==> src/hw/rtl/assert_macros.svh <==
// assertion macros for the rtl files
`ifndef ASSERT_MACROS_SVH
`define ASSERT_MACROS_SVH
`ifndef SYNTHESIS
`define QRS_ASSERT(lbl, clk, rst_n, prop) \
    lbl: assert property (@(posedge clk) disable iff (!rst_n) (prop)) \
        else $error("qrs assertion failed");
`define QRS_ASSERT_NEXT(lbl, clk, rst_n, ante, cons) \
    lbl: assert property (@(posedge clk) disable iff (!rst_n) (ante) |=> (cons)) \
        else $error("qrs assertion failed");
`else
`define QRS_ASSERT(lbl, clk, rst_n, prop)
`define QRS_ASSERT_NEXT(lbl, clk, rst_n, ante, cons)
`endif
`endif

==> src/hw/rtl/qrs_pkg.sv <==
// shared constants and types of the quadratic root solver
package qrs_pkg;
    localparam int DEF_WORD_BITS = 32;
    localparam int DEF_FRAC_BITS = 16;

    localparam logic [1:0] ST_NO_REAL   = 2'd0;
    localparam logic [1:0] ST_DISTINCT  = 2'd1;
    localparam logic [1:0] ST_REPEATED  = 2'd2;
    localparam logic [1:0] ST_A_ZERO    = 2'd3;

    typedef struct packed {
        logic       valid;
        logic [1:0] status;
    } qrs_ctl_t;
endpackage

==> src/hw/rtl/qrs_div_cell.sv <==
// one cell of the restoring divider chain, one quotient bit per cell
module qrs_div_cell #(
    parameter int DVW = 33,
    parameter int QW = 32,
    parameter int SIDE_W = 2
) (
    input  logic               aclk,
    input  logic               aresetn,
    input  logic               en,
    input  qrs_pkg::qrs_ctl_t  ctl_i,
    input  logic [DVW-1:0]     rem_i,
    input  logic [DVW-1:0]     dvs_i,
    input  logic [QW-1:0]      quo_i,
    input  logic [QW-1:0]      nbits_i,
    input  logic [SIDE_W-1:0]  side_i,
    output qrs_pkg::qrs_ctl_t  ctl_o,
    output logic [DVW-1:0]     rem_o,
    output logic [DVW-1:0]     dvs_o,
    output logic [QW-1:0]      quo_o,
    output logic [QW-1:0]      nbits_o,
    output logic [SIDE_W-1:0]  side_o
);
    import qrs_pkg::*;

    logic              valid_reg;
    logic [1:0]        status_reg;
    logic [DVW-1:0]    rem_reg, rem_next;
    logic [DVW-1:0]    dvs_reg;
    logic [QW-1:0]     quo_reg, quo_next;
    logic [QW-1:0]     nbits_reg, nbits_next;
    logic [SIDE_W-1:0] side_reg;
    logic [DVW:0]      rem_sh, rem_sub;
    logic              ge;

    // shift in the next numerator bit and try the divisor
    always_comb begin
        rem_sh     = {rem_i, nbits_i[QW-1]};
        ge         = rem_sh >= {1'b0, dvs_i};
        rem_sub    = rem_sh - {1'b0, dvs_i};
        rem_next   = ge ? rem_sub[DVW-1:0] : rem_sh[DVW-1:0];
        quo_next   = {quo_i[QW-2:0], ge};
        nbits_next = {nbits_i[QW-2:0], 1'b0};
    end

    // control
    always_ff @(posedge aclk) begin
        if (!aresetn) begin
            valid_reg <= 1'b0;
        end else if (en) begin
            valid_reg <= ctl_i.valid;
        end
    end

    // payload
    always_ff @(posedge aclk) begin
        if (en) begin
            status_reg <= ctl_i.status;
            rem_reg    <= rem_next;
            dvs_reg    <= dvs_i;
            quo_reg    <= quo_next;
            nbits_reg  <= nbits_next;
            side_reg   <= side_i;
        end
    end

    always_comb begin
        ctl_o.valid  = valid_reg;
        ctl_o.status = status_reg;
    end
    assign rem_o   = rem_reg;
    assign dvs_o   = dvs_reg;
    assign quo_o   = quo_reg;
    assign nbits_o = nbits_reg;
    assign side_o  = side_reg;
endmodule
==> config.mk <==
export PLATFORM = sky130hd
export DESIGN_NAME = qrs_div_cell
export DESIGN_NICKNAME = d
export VERILOG_FILES = /design/src/hw/rtl/assert_macros.svh /design/src/hw/rtl/qrs_pkg.sv /design/src/hw/rtl/qrs_div_cell.sv
export SDC_FILE = /design/constraint.sdc
export NUM_CORES = 1
export LEC_CHECK = 0
export BUFFER_PORTS_ARGS = -buffer_cell sky130_fd_sc_hd__buf_2
export CORE_MARGIN = 2
export CORE_UTILIZATION = 48
export DETAILED_ROUTE_END_ITERATION = 10
export GPL_TIMING_DRIVEN = 0
export PLACE_DENSITY = 0.8
export SLEW_MARGIN = 10
export SYNTH_ARGS = -nofsm -noshare
export SYNTH_HDL_FRONTEND = slang
export SYNTH_SLANG_ARGS = --single-unit
==> constraint.sdc <==
create_clock -name aclk -period 6.6 [get_ports aclk]
set_input_delay 0.33 -clock aclk [delete_from_list [all_inputs] [get_ports aclk]]
set_output_delay 0.33 -clock aclk [all_outputs]
set_load 0.05 [all_outputs]
==> flow_summary.yaml <==
placed_design:
  placed_area_sq_mm: 0.00804
  pre_cts_slack_ps: 3210
  dp_hpwl_um: 13400
  io_buffers: 270
  placedCellCount: 936
  place_congestion: 0.894
clock_tree:
  cts_tree: "yes"
  root_buffer: "clkbuf_16"
  clockBufferDepth: 2
  clkLatencyLatePin_ps: 420
  cts_resized: 0
  post_cts_buffers: 0
  clk_pin_slew_ps: 60
  h-tree-depth: 4
  cts.sinks: 134
  cts_buffers: 17
  hold_buffers: 0
layout:
  antenna_cells: 0
  area_growth_pct: 33.8
  final_nets: 951
  fin_cells: 968
  final_cell_mix: "buf_2 (274), edfxtp_1 (133), a21oi_1 (48)"
  drive_gt1_share_pct: 41.8
  fillerInstances: 992
  final_cell_area_sq_mm: 0.00861
  final_common_cell: "buf_2"
logic_synthesis:
  synth_cell_types: 64
  synthCells: 489
  syn-cell-area_sq_mm: 0.00644
  postSynth.asyncResetShare_pct: 0
  ys_ff_latch: 134
  ys.flop_type: "edfxtp_1"
  avgSynthCellArea_sq_um: 13.2
  synth-seq-area-share_pct: 62.3
  ys_warn_count: 0
  syn-num-nets: 661
  synth_edf_count: 133
setup_path:
  cp-start-kind: "input port"
  critPathLaunch: "nbits_i[31]"
  path_depth: 13
  rrSetupSlack_ps: 6000
  rr_endpoint: "valid_reg"
  crit_required_ps: 6770
  crit_type: "input port to register"
  crit_chain: "buf_2, inv_1, ha_1, inv_1, fa_1, a21o_1, a221oi_2, o211ai_1, a21o_1, a211oi_2, o311ai_1, xor2_1, mux2_2"
  slowest_delay_ps: 410
  critPathMaxFanout: 3
  r2r_cells: 2
  crit_arrival_ps: 3150
  crit_path_end_kind: "register"
  regToRegStartpoint: "valid_reg"
  path_buf_inv: 3
  cp_top_family: "compound AO/OA/AOI/OAI gates"
  critPathSlowestCell: "fa_1"
detailed_routing:
  vias: 5032
  routedWlPerCell_um: 17.8
  ant_nets: 0
  drcViolationCount: 0
  totalWireLength_um: 17200
  via_per_inst: 5.20
  dr.pass1.iters: 6
  initialDrtViolationCount: 416
power:
  internal-power_mw: 1.79
  swShare_pct: 32.9
  p_leak_nw: 3.90
  p_per_area_mw_per_mm2: 309
  combPwrFrac_pct: 26.4
  power_frac_clock_pct: 33.9
  power_frac_seq_pct: 39.7
  vdd_drop_max_uv: 146
  total_power_mw: 2.67
  power.net_switching_uw: 876
timing:
  skew_ps: 0
  rsz0062_at_grt: "no"
  setup_ws_ps: 3620
  timing.setup.tns_ps: 0
  drv_slew: 0
  finalSetupViolCount: 0
  slew_headroom_pct: 59.5
  tightestPinTransition_ps: 592
  hold_violations: 0
  post-route-period-util_pct: 45.1
  max_freq_mhz: 336
  fin_crit_ps: 2980
run_status:
  status: "finished clean"
hold_path:
  hold_class: "input port to register"
  whs_path_depth: 1
  hp-start: "quo_i[2]"
  hold_end: "quo_o[3]"
floorplan:
  design.core.area_sq_mm: 0.0132
  die_y_um: 120
  die-area_sq_mm: 0.0144
  die_x_um: 120
  rows: 42
  boundaryPins: 273
  initial_core_util_pct: 48.8
global_routing:
  track_usage_pct: 23.7
  grt_pass1_wl_um: 25700
  overflow: 0
  antenna_found_initial: 0
  grt_max_degree: 93
  grt_pass1_vias: 5019
flow_run:
  drv_cap: 0
worst register-to-register path, stage by stage (launching register included):
cell and delay [ps]:
dfxtp_1 310, mux2i_1 130, nor2b_1 60
through the flow:
step	util [%]	hold slack, ps
global route	65.3	63.4
floorplan	-	429
finish	65.3	80.0
detailed placement	61.0	509
global placement	60.7	505
CTS	65.3	67.1
kinds of logic after synthesis:
| logic type | count (synthesis) | synth area share [%] |
|---|---|---|
| buf+inv | 55 | 3.77 |
| mux | 16 | 2.82 |
| compound gates | 123 | 13.2 |
| other cells | 1 | 0.0582 |
| flops | 134 | 62.3 |
| xor+xnor | 30 | 4.08 |
| fa+ha+maj | 34 | 6.72 |
| simple gates | 96 | 6.98 |
cells in the mapped netlist (all sizes together), types with 10 or more instances:
| library cell | n | area, sq um |
|---|---|---|
| inv | 44 | 165 |
| nor2 | 36 | 135 |
| buf | 10 | 73.8 |
| a21oi | 50 | 258 |
| ha | 33 | 413 |
| o21ai | 16 | 95.1 |
| xnor2 | 18 | 158 |
| mux2 | 14 | 161 |
| edfxtp | 133 | 3990 |
| a21o | 18 | 136 |
| nand2 | 22 | 82.6 |
| xor2 | 12 | 105 |
power groups by stage:
stage,Combinational (mW),Clock [mW],Sequential [mW]
after floorplan,0.208,0,1.37
after global placement,0.689,0,1.07
after detailed placement,0.701,0,1.08
after CTS,0.704,0.917,1.06
after global routing,0.742,0.950,1.07
final,0.703,0.904,1.06
metal layers:
metal | vias to the layer above | part of all wire, % | track usage, %
met5 | - | 0 | 0
met2 | 204 | 51 | 42.3
met4 | 0 | 2.9 | 9.34
met3 | 44 | 7.4 | 8.03
met1 | 2385 | 38 | 25.9
li1 | 2399 | - | -
final cells by class:
cell class	instances	area [sq um]	area share [%]
Buffer	11	77.6	0.901
Clock buffer	20	437	5.07
Clock inverter	12	131	1.53
Inverter	44	165	1.92
Multi-Input combinational cell	300	2180	25.3
Sequential cell	134	4010	46.6
Tap cell	176	220	2.56
Timing Repair Buffer	271	1390	16.1
worst max path at each step:
| stage | end | slack, ps |
|---|---|---|
| floorplan | rem_o[32] | 3790 |
| global placement | rem_o[32] | 3250 |
| detailed placement | rem_o[32] | 3210 |
| CTS | rem_o[32] | 3650 |
| global route | rem_o[32] | 3510 |
| finish | rem_o[32] | 3620 |
Power figures use the tool's default switching activity.
