**config.mk**
```make
export PLATFORM = sky130hd
export DESIGN_NAME = qrs_sqrt_cell
export DESIGN_NICKNAME = d
export VERILOG_FILES = /design/src/hw/rtl/assert_macros.svh /design/src/hw/rtl/qrs_pkg.sv /design/src/hw/rtl/qrs_sqrt_cell.sv
export SDC_FILE = /design/constraint.sdc
export NUM_CORES = 1
export LEC_CHECK = 0
export ABC_AREA = 1
export BUFFER_PORTS_ARGS = -buffer_cell sky130_fd_sc_hd__buf_2
export CAP_MARGIN = 20
export CORE_MARGIN = 2
export CORE_UTILIZATION = 30
export DETAILED_ROUTE_END_ITERATION = 6
export GPL_ROUTABILITY_DRIVEN = 0
export SYNTH_ARGS = -nofsm -noshare
export SYNTH_HDL_FRONTEND = slang
export SYNTH_SLANG_ARGS = --single-unit
export TNS_END_PERCENT = 50
```
**constraint.sdc**
```tcl
create_clock -name aclk -period 2.8 [get_ports aclk]
set_input_delay 0.42 -clock aclk [delete_from_list [all_inputs] [get_ports aclk]]
set_output_delay 0.42 -clock aclk [all_outputs]
set_load 0.05 [all_outputs]
```
**src/hw/rtl/assert_macros.svh**
```systemverilog
// assertion macros for the rtl files
`ifndef ASSERT_MACROS_SVH
`define ASSERT_MACROS_SVH
`ifndef SYNTHESIS
`define QRS_ASSERT(lbl, clk, rst_n, prop) \
    lbl: assert property (@(posedge clk) disable iff (!rst_n) (prop)) \
        else $error("qrs assertion failed");
`define QRS_ASSERT_NEXT(lbl, clk, rst_n, ante, cons) \
    lbl: assert property (@(posedge clk) disable iff (!rst_n) (ante) |=> (cons)) \
        else $error("qrs assertion failed");
`else
`define QRS_ASSERT(lbl, clk, rst_n, prop)
`define QRS_ASSERT_NEXT(lbl, clk, rst_n, ante, cons)
`endif
`endif

```
**src/hw/rtl/qrs_pkg.sv**
```systemverilog
// shared constants and types of the quadratic root solver
package qrs_pkg;
    localparam int DEF_WORD_BITS = 32;
    localparam int DEF_FRAC_BITS = 16;

    localparam logic [1:0] ST_NO_REAL   = 2'd0;
    localparam logic [1:0] ST_DISTINCT  = 2'd1;
    localparam logic [1:0] ST_REPEATED  = 2'd2;
    localparam logic [1:0] ST_A_ZERO    = 2'd3;

    typedef struct packed {
        logic       valid;
        logic [1:0] status;
    } qrs_ctl_t;
endpackage

```
**src/hw/rtl/qrs_sqrt_cell.sv**
```systemverilog
// one cell of the digit-by-digit square root chain, two radicand bits per cell
module qrs_sqrt_cell #(
    parameter int RW = 36,
    parameter int SW = 33,
    parameter int DW = 66,
    parameter int SIDE_W = 64
) (
    input  logic               aclk,
    input  logic               aresetn,
    input  logic               en,
    input  qrs_pkg::qrs_ctl_t  ctl_i,
    input  logic [RW-1:0]      rem_i,
    input  logic [SW-1:0]      root_i,
    input  logic [DW-1:0]      dbits_i,
    input  logic [SIDE_W-1:0]  side_i,
    output qrs_pkg::qrs_ctl_t  ctl_o,
    output logic [RW-1:0]      rem_o,
    output logic [SW-1:0]      root_o,
    output logic [DW-1:0]      dbits_o,
    output logic [SIDE_W-1:0]  side_o
);
    import qrs_pkg::*;

    logic              valid_reg;
    logic [1:0]        status_reg;
    logic [RW-1:0]     rem_reg, rem_next;
    logic [SW-1:0]     root_reg, root_next;
    logic [DW-1:0]     dbits_reg, dbits_next;
    logic [SIDE_W-1:0] side_reg;
    logic [RW-1:0]     rem_sh, trial;
    logic              ge;

    // trial subtract of 4*root+1 from the shifted remainder
    always_comb begin
        rem_sh     = {rem_i[RW-3:0], dbits_i[DW-1:DW-2]};
        trial      = RW'({root_i, 2'b01});
        ge         = rem_sh >= trial;
        rem_next   = ge ? (rem_sh - trial) : rem_sh;
        root_next  = {root_i[SW-2:0], ge};
        dbits_next = {dbits_i[DW-3:0], 2'b00};
    end

    // control
    always_ff @(posedge aclk) begin
        if (!aresetn) begin
            valid_reg <= 1'b0;
        end else if (en) begin
            valid_reg <= ctl_i.valid;
        end
    end

    // payload
    always_ff @(posedge aclk) begin
        if (en) begin
            status_reg <= ctl_i.status;
            rem_reg    <= rem_next;
            root_reg   <= root_next;
            dbits_reg  <= dbits_next;
            side_reg   <= side_i;
        end
    end

    always_comb begin
        ctl_o.valid  = valid_reg;
        ctl_o.status = status_reg;
    end
    assign rem_o   = rem_reg;
    assign root_o  = root_reg;
    assign dbits_o = dbits_reg;
    assign side_o  = side_reg;
endmodule

```
==> results of run 1 <==
-- metal layers --
| layer | wire length [µm] | up-vias |
|---|---|---|
| met1 | 10800 | 3425 |
| met3 | 2070 | 32 |
| met4 | 523 | 4 |
| li1 | - | 3747 |
| met2 | 14800 | 261 |
| met5 | 25 | - |
-- cell usage after synthesis (all sizes together) --
cell / n / area share, %
a21o: 2 / 0.16
a21oi: 29 / 1.5
and2: 2 / 0.13
buf: 10 / 1.2
conb: 1 / 0.040
dfxtp: 1 / 0.21
edfxtp: 199 / 63
ha: 35 / 4.6
inv: 139 / 5.5
nand2: 320 / 14
nand3: 38 / 2.6
nand3b: 11 / 0.88
nand4: 3 / 0.20
nor2: 64 / 2.9
nor3: 6 / 0.32
o21ai: 10 / 0.65
o21bai: 5 / 0.40
xnor2: 1 / 0.093
xor2: 18 / 1.7
-- logic make-up (layout without fill, tap and decap cells) --
kind of cell             Yosys count  count (layout)  synth area share, %
AND/OR/NAND/NOR                  444             444                 20.5
XOR/XNOR                          19              19                 1.76
flip-flops                       200             200                 63.6
buffers and inverters            149             583                 6.69
AO/OA/AOI/OAI                     46              46                 2.75
adder cells (fa/ha/maj)           35              35                 4.64
other                              1               3               0.0398
-- how the worst max path moves through the flow --
| stage | start | endpoint | slack (ns) | cells after the start |
|---|---|---|---|---|
| after floorplan | root_i[17] | rem_o[18] | 0.72 | 14 |
| after global placement | root_i[17] | rem_o[18] | 0.27 | 15 |
| after detailed placement | root_i[17] | rem_o[18] | 0.27 | 15 |
| after CTS | root_i[17] | rem_o[18] | 0.74 | 15 |
| after global routing | root_i[13] | rem_o[25] | 0.50 | 15 |
| final | root_i[16] | rem_o[25] | 0.71 | 15 |
-- where the power goes --
group          internal, mW  switching [mW]  total, mW
registers              3.61          0.0597       3.67
clock network          1.16            1.14       2.29
logic                 0.549            1.70       2.25
total                  5.32            2.90       8.22
-- critical path, delay by kind of cell --
family / cells / cell delay (ns)
buffers and inverters: 5 / 0.55
AND/OR/NAND/NOR: 8 / 0.82
adder cells (fa/ha/maj): 1 / 0.35
AO/OA/AOI/OAI: 1 / 0.22
-- layout make-up --
| type | instances | area (µm²) |
|---|---|---|
| Sequential cell | 200 | 6000 |
| Multi-Input combinational cell | 546 | 2810 |
| Clock inverter | 11 | 86.3 |
| Fill cell | 3141 | 18300 |
| Timing Repair Buffer | 412 | 2130 |
| Inverter | 139 | 522 |
| Tap cell | 396 | 495 |
| Clock buffer | 21 | 440 |
| Antenna cell | 1 | 2.50 |
-- per-stage QoR --
step / hold slack, ns / instance area [µm²] / utilization [%]
floorplan: 0.502 / 9440 / -
global placement: 0.521 / 12000 / 38.9
detailed placement: 0.533 / 12000 / 38.9
CTS: 0.121 / 12500 / 40.6
global route: 0.119 / 12500 / 40.6
finish: 0.151 / 12500 / 40.6
==> flow_summary.json, run 1 <==
{
  "firstDrtPassIters": 5,
  "cts_tree": "yes",
  "post_cts_buffers": 0,
  "grtUsageMet3_pct": 5.40,
  "clock_sinks": 200,
  "finalCritPeriodShare_pct": 74.6,
  "ys_ff_latch": 200,
  "overflow": 0,
  "p_total_mw": 8.22,
  "max_freq_mhz": 479,
  "hold_path_class": "primary input to flop",
  "slew_violations": 0,
  "htreeDepth": 4,
  "power_leakage_nw": 6.07,
  "dieArea_um2": 32900,
  "postCtsHoldBufs": 0,
  "start_util_pct": 30.7,
  "stdcell_count": 1726,
  "netlist_area_um2": 9430,
  "worst_path_largest_cell_delay_ns": 0.35,
  "cap_viol_max_count": 0,
  "routed_wl_um": 28300,
  "insertion_delay_ns": 0.43,
  "grt_pass1_wl_um": 42300,
  "antenna_found_initial": 3,
  "crit_fanout": 23,
  "whs_path_depth": 1,
  "synthCells": 894,
  "reg2reg_depth": 2,
  "layout_commonest_cell": "buf_2",
  "yosys_warnings": 0,
  "cp_slowest_cell": "ha_1",
  "worstPathCellList": "buf_2, inv_1, ha_1, nand2_2, inv_1, nand2_1, nand2_1, a21oi_1, nand3_2, nand3_2, nand2_2, inv_2, buf_4, nand2_1, nand2_1",
  "cp_common_cell": "nand2_1",
  "path_clk_slew_ns": 0.07,
  "arrival_ns": 2.40,
  "reg2reg_setup_slack_ns": 2.15,
  "drt_iter0_drc": 485,
  "antenna_left": 0,
  "worst_setup_path_start_kind": "primary input",
  "fp.dieW_um": 181,
  "post-place-ws_ns": 0.265,
  "setup_viol": 0,
  "period_minus_slack_ns": 2.09,
  "syn_area_per_cell_um2": 10.5,
  "rr_endpoint": "valid_reg",
  "area_delta_synth_final_pct": 32.4,
  "power_density_nw_per_um2": 658,
  "fin_nets": 1556,
  "worstHoldStart": "dbits_i[54]",
  "grt_pass1_vias": 7321,
  "final_cell_mix": "buf_2 (401), nand2_1 (289), edfxtp_1 (199), inv_1 (138), nor2_1 (56)",
  "hpwl_um": 22800,
  "track_usage_pct": 16.9,
  "critical_path_class": "primary input to flop",
  "grtUsageMet2_pct": 31.2,
  "post-place-cells": 1693,
  "top_usage_layer": "met2",
  "wl_per_cell_um": 16.4,
  "port_buffers": 402,
  "peakVddDrop_v": 0.000372,
  "drive_above_1_share_pct": 36.9,
  "cts_buffers": 17,
  "via_count": 7469,
  "via_per_inst": 4.33,
  "yosysSeqAreaShare_pct": 63.6,
  "cts_root_buf": "clkbuf_16",
  "skew_ns": 0,
  "reg2reg_from": "valid_reg",
  "final-hold-violation-count": 0,
  "rows": 64,
  "setup_ws_ns": 0.712,
  "dieHeight_um": 181,
  "use_met1_pct": 18.5,
  "status": "completed",
  "crit_required_ns": 3.11,
  "grt_max_degree": 56,
  "rsz0062_at_grt": "no",
  "hold_path_end": "dbits_o[56]",
  "setup_tns_ns": 0,
  "end_kind": "flop",
  "core_um2": 30700,
  "drc": 0,
  "netlist-cell-type-count": 28,
  "cts_buffer_depth": 2,
  "post_cts_resized": 0,
  "io_pins": 407
}
(Power assumes the default switching activity.)
==> run 2: changes to the inputs <==
--- a/config.mk
+++ b/config.mk
@@ -5,7 +5,7 @@
 export SDC_FILE = /design/constraint.sdc
 export NUM_CORES = 1
 export LEC_CHECK = 0
-export ABC_AREA = 1
+export ABC_AREA = 0
 export BUFFER_PORTS_ARGS = -buffer_cell sky130_fd_sc_hd__buf_2
 export CAP_MARGIN = 20
 export CORE_MARGIN = 2
==> constraint.sdc (replaced) <==
create_clock -name aclk -period 2.2 [get_ports aclk]
set_input_delay 0.33 -clock aclk [delete_from_list [all_inputs] [get_ports aclk]]
set_output_delay 0.33 -clock aclk [all_outputs]
set_load 0.05 [all_outputs]
==> flow_summary.json, run 2 <==
{
  "track_usage_pct": 16.8,
  "skew_ns": 0,
  "rsz0062_at_grt": "yes",
  "cts_buffer_depth": 2,
  "peakVddDrop_v": 0.000368,
  "hpwl_um": 20100,
  "yosys_warnings": 0,
  "end_kind": "flop",
  "clock_sinks": 200,
  "io_pins": 407,
  "synthArstFlopShare_pct": 0,
  "power_density_nw_per_um2": 851,
  "htreeDepth": 4,
  "yosysTopAreaCell": "edfxtp_1",
  "final_cell_mix": "buf_2 (395), edfxtp_1 (199), buf_4 (116), inv_1 (42), mux2_4 (31)",
  "hold_path_class": "primary input to flop",
  "crit_fanout": 5,
  "yosysMostFrequentCell": "edfxtp_1",
  "finalCritPeriodShare_pct": 120,
  "drt_iter0_drc": 350,
  "period_minus_slack_ns": 2.63,
  "layout_commonest_cell": "buf_2",
  "synth_edf_count": 199,
  "drc": 0,
  "yosysSeqAreaShare_pct": 69.1,
  "reg2reg_depth": 2,
  "cts_root_buf": "clkbuf_16",
  "antenna_found_initial": 7,
  "synth_top_area_share_pct": 68.8,
  "netlist_area_um2": 8680,
  "area_delta_synth_final_pct": 49.9,
  "violations": "negative setup slack",
  "synth_area_leaders": "edfxtp_1 (69%), ha_1 (5.0%), mux2_4 (4.5%)",
  "critical_path_class": "primary input to flop",
  "via_per_inst": 4.37,
  "post-place-ws_ns": -1.12,
  "cts_tree": "yes",
  "port_buffers": 402,
  "arrival_ns": 2.81,
  "drive_above_1_share_pct": 57.5,
  "grt_max_degree": 52,
  "grt_pass1_vias": 6532,
  "syn_area_per_cell_um2": 15.7,
  "reg2reg_setup_slack_ns": 1.61,
  "final-hold-violation-count": 0,
  "overflow": 0,
  "synth.top_cells.by_count": "edfxtp_1 (199), inv_1 (47), ha_1 (35)",
  "firstDrtPassIters": 4,
  "rows": 62,
  "via_count": 6513,
  "ys_ff_latch": 200,
  "cp_slowest_cell": "a32oi_2",
  "synthCells": 552,
  "dieHeight_um": 174,
  "power_leakage_nw": 5.90,
  "worst_setup_path_start_kind": "primary input",
  "setup_viol": 37,
  "netlist-cell-type-count": 65,
  "fin_nets": 1334,
  "fp.dieW_um": 174,
  "insertion_delay_ns": 0.43,
  "rr_endpoint": "valid_reg",
  "setup_ws_ns": -0.429,
  "antenna_left": 0,
  "cts_buffers": 17,
  "critPathLaunch": "root_i[0]",
  "path_clk_slew_ns": 0.09,
  "endpoint": "rem_o[10]",
  "path_buf_inv": 4,
  "yosys_most_used_dff": "edfxtp_1",
  "core_um2": 28600,
  "slew_violations": 0,
  "crit_required_ns": 2.38,
  "worst_path_largest_cell_delay_ns": 0.29,
  "filler_cell_count": 2637,
  "worstPathCellList": "buf_8, inv_8, ha_4, and2b_2, o311ai_4, a32oi_2, a41oi_4, o211a_4, o31a_4, o211a_4, buf_8, clkinv_8, mux2_4",
  "max_freq_mhz": 380,
  "grt_pass1_wl_um": 38000,
  "wl_per_cell_um": 17.3,
  "dieArea_um2": 30300,
  "cap_viol_max_count": 0,
  "crit_family": "compound AO/OA/AOI/OAI gates",
  "reg2reg_from": "valid_reg",
  "cp_num_cells": 13,
  "setup_tns_ns": -14.02,
  "routed_wl_um": 25900,
  "start_util_pct": 30.3,
  "status": "finished, violations left"
}
run 2: cell count changes after synthesis, sizes merged, moves of 17 or more:
cell	before	now
inv	139	48
nor2	64	15
xnor2	1	18
mux2	0	31
nand3	38	9
nand2	320	27
run 2: per-layer routing:
metal | vias to the layer above | part of all wire [%] | track usage, %
met5 | - | 0.29 | 0
met3 | 30 | 6.7 | 5.58
li1 | 3169 | - | -
met2 | 221 | 52 | 30.4
met1 | 3081 | 39 | 18.8
met4 | 12 | 1.4 | 4.52
run 2: stage by stage:
step / power (mW) / instances / hold WS (ns) / utilization (%) / area (µm²)
global placement: 7.83 / 1440 / 0.500 / 42.0 / 12000
floorplan: 6.84 / 553 / 0.429 / - / 8750
CTS: 11.2 / 1487 / 0.0318 / 45.2 / 12900
detailed placement: 7.85 / 1440 / 0.508 / 42.0 / 12000
global route: 11.6 / 1491 / 0.0224 / 45.5 / 13000
finish: 11.1 / 1492 / 0.0591 / 45.5 / 13000
run 2: timing repair:
action,in CTS,in global routing
endpoints found under the setup margin,37,37
hold buffers,0,0
pin swaps,9,9
gates resized for setup,44,10
buffers inserted,11,4
gates cloned,4,0
run 2: power by group:
part	internal [mW]	total, mW	switching (mW)
logic	1.09	3.19	2.10
registers	4.61	4.70	0.0900
clock network	1.56	3.19	1.63
total	7.26	11.1	3.82
run 2: area by class of cell:
type                       instances  area (µm²)  share of cell area (%)
multi-input combinational        293        2530                    19.4
clock inverter                    15         186                    1.43
clock buffer                      17         425                    3.27
antenna                            1        2.50                  0.0192
timing repair buffer             530        3130                    24.1
sequential                       200        6000                    46.1
inverter                          48         204                    1.57
tap                              384         480                    3.69
timing repair inverter             4        60.1                   0.461
run 2: cells by family after synthesis:
group	synth area share [%]
AOI/OAI and AO/OA	8.26
xor gates and xnor gates	3.13
adders and majority gates	5.04
buffers and inverters	3.53
DFF	69.1
muxes	5.61
other	0.0432
and+or+nand+nor	5.33
run 2: worst min path at each step:
stage,cells after the start,end,startpoint,slack (ns)
finish,1,side_o[32],side_i[32],0.06
global route,1,side_o[36],side_i[36],0.02
CTS,1,status_reg[0],ctl_i[0],0.03
detailed placement,1,side_o[52],side_i[52],0.51
global placement,2,valid_reg,valid_reg,0.50
floorplan,0,dbits_o[10],dbits_i[8],0.43
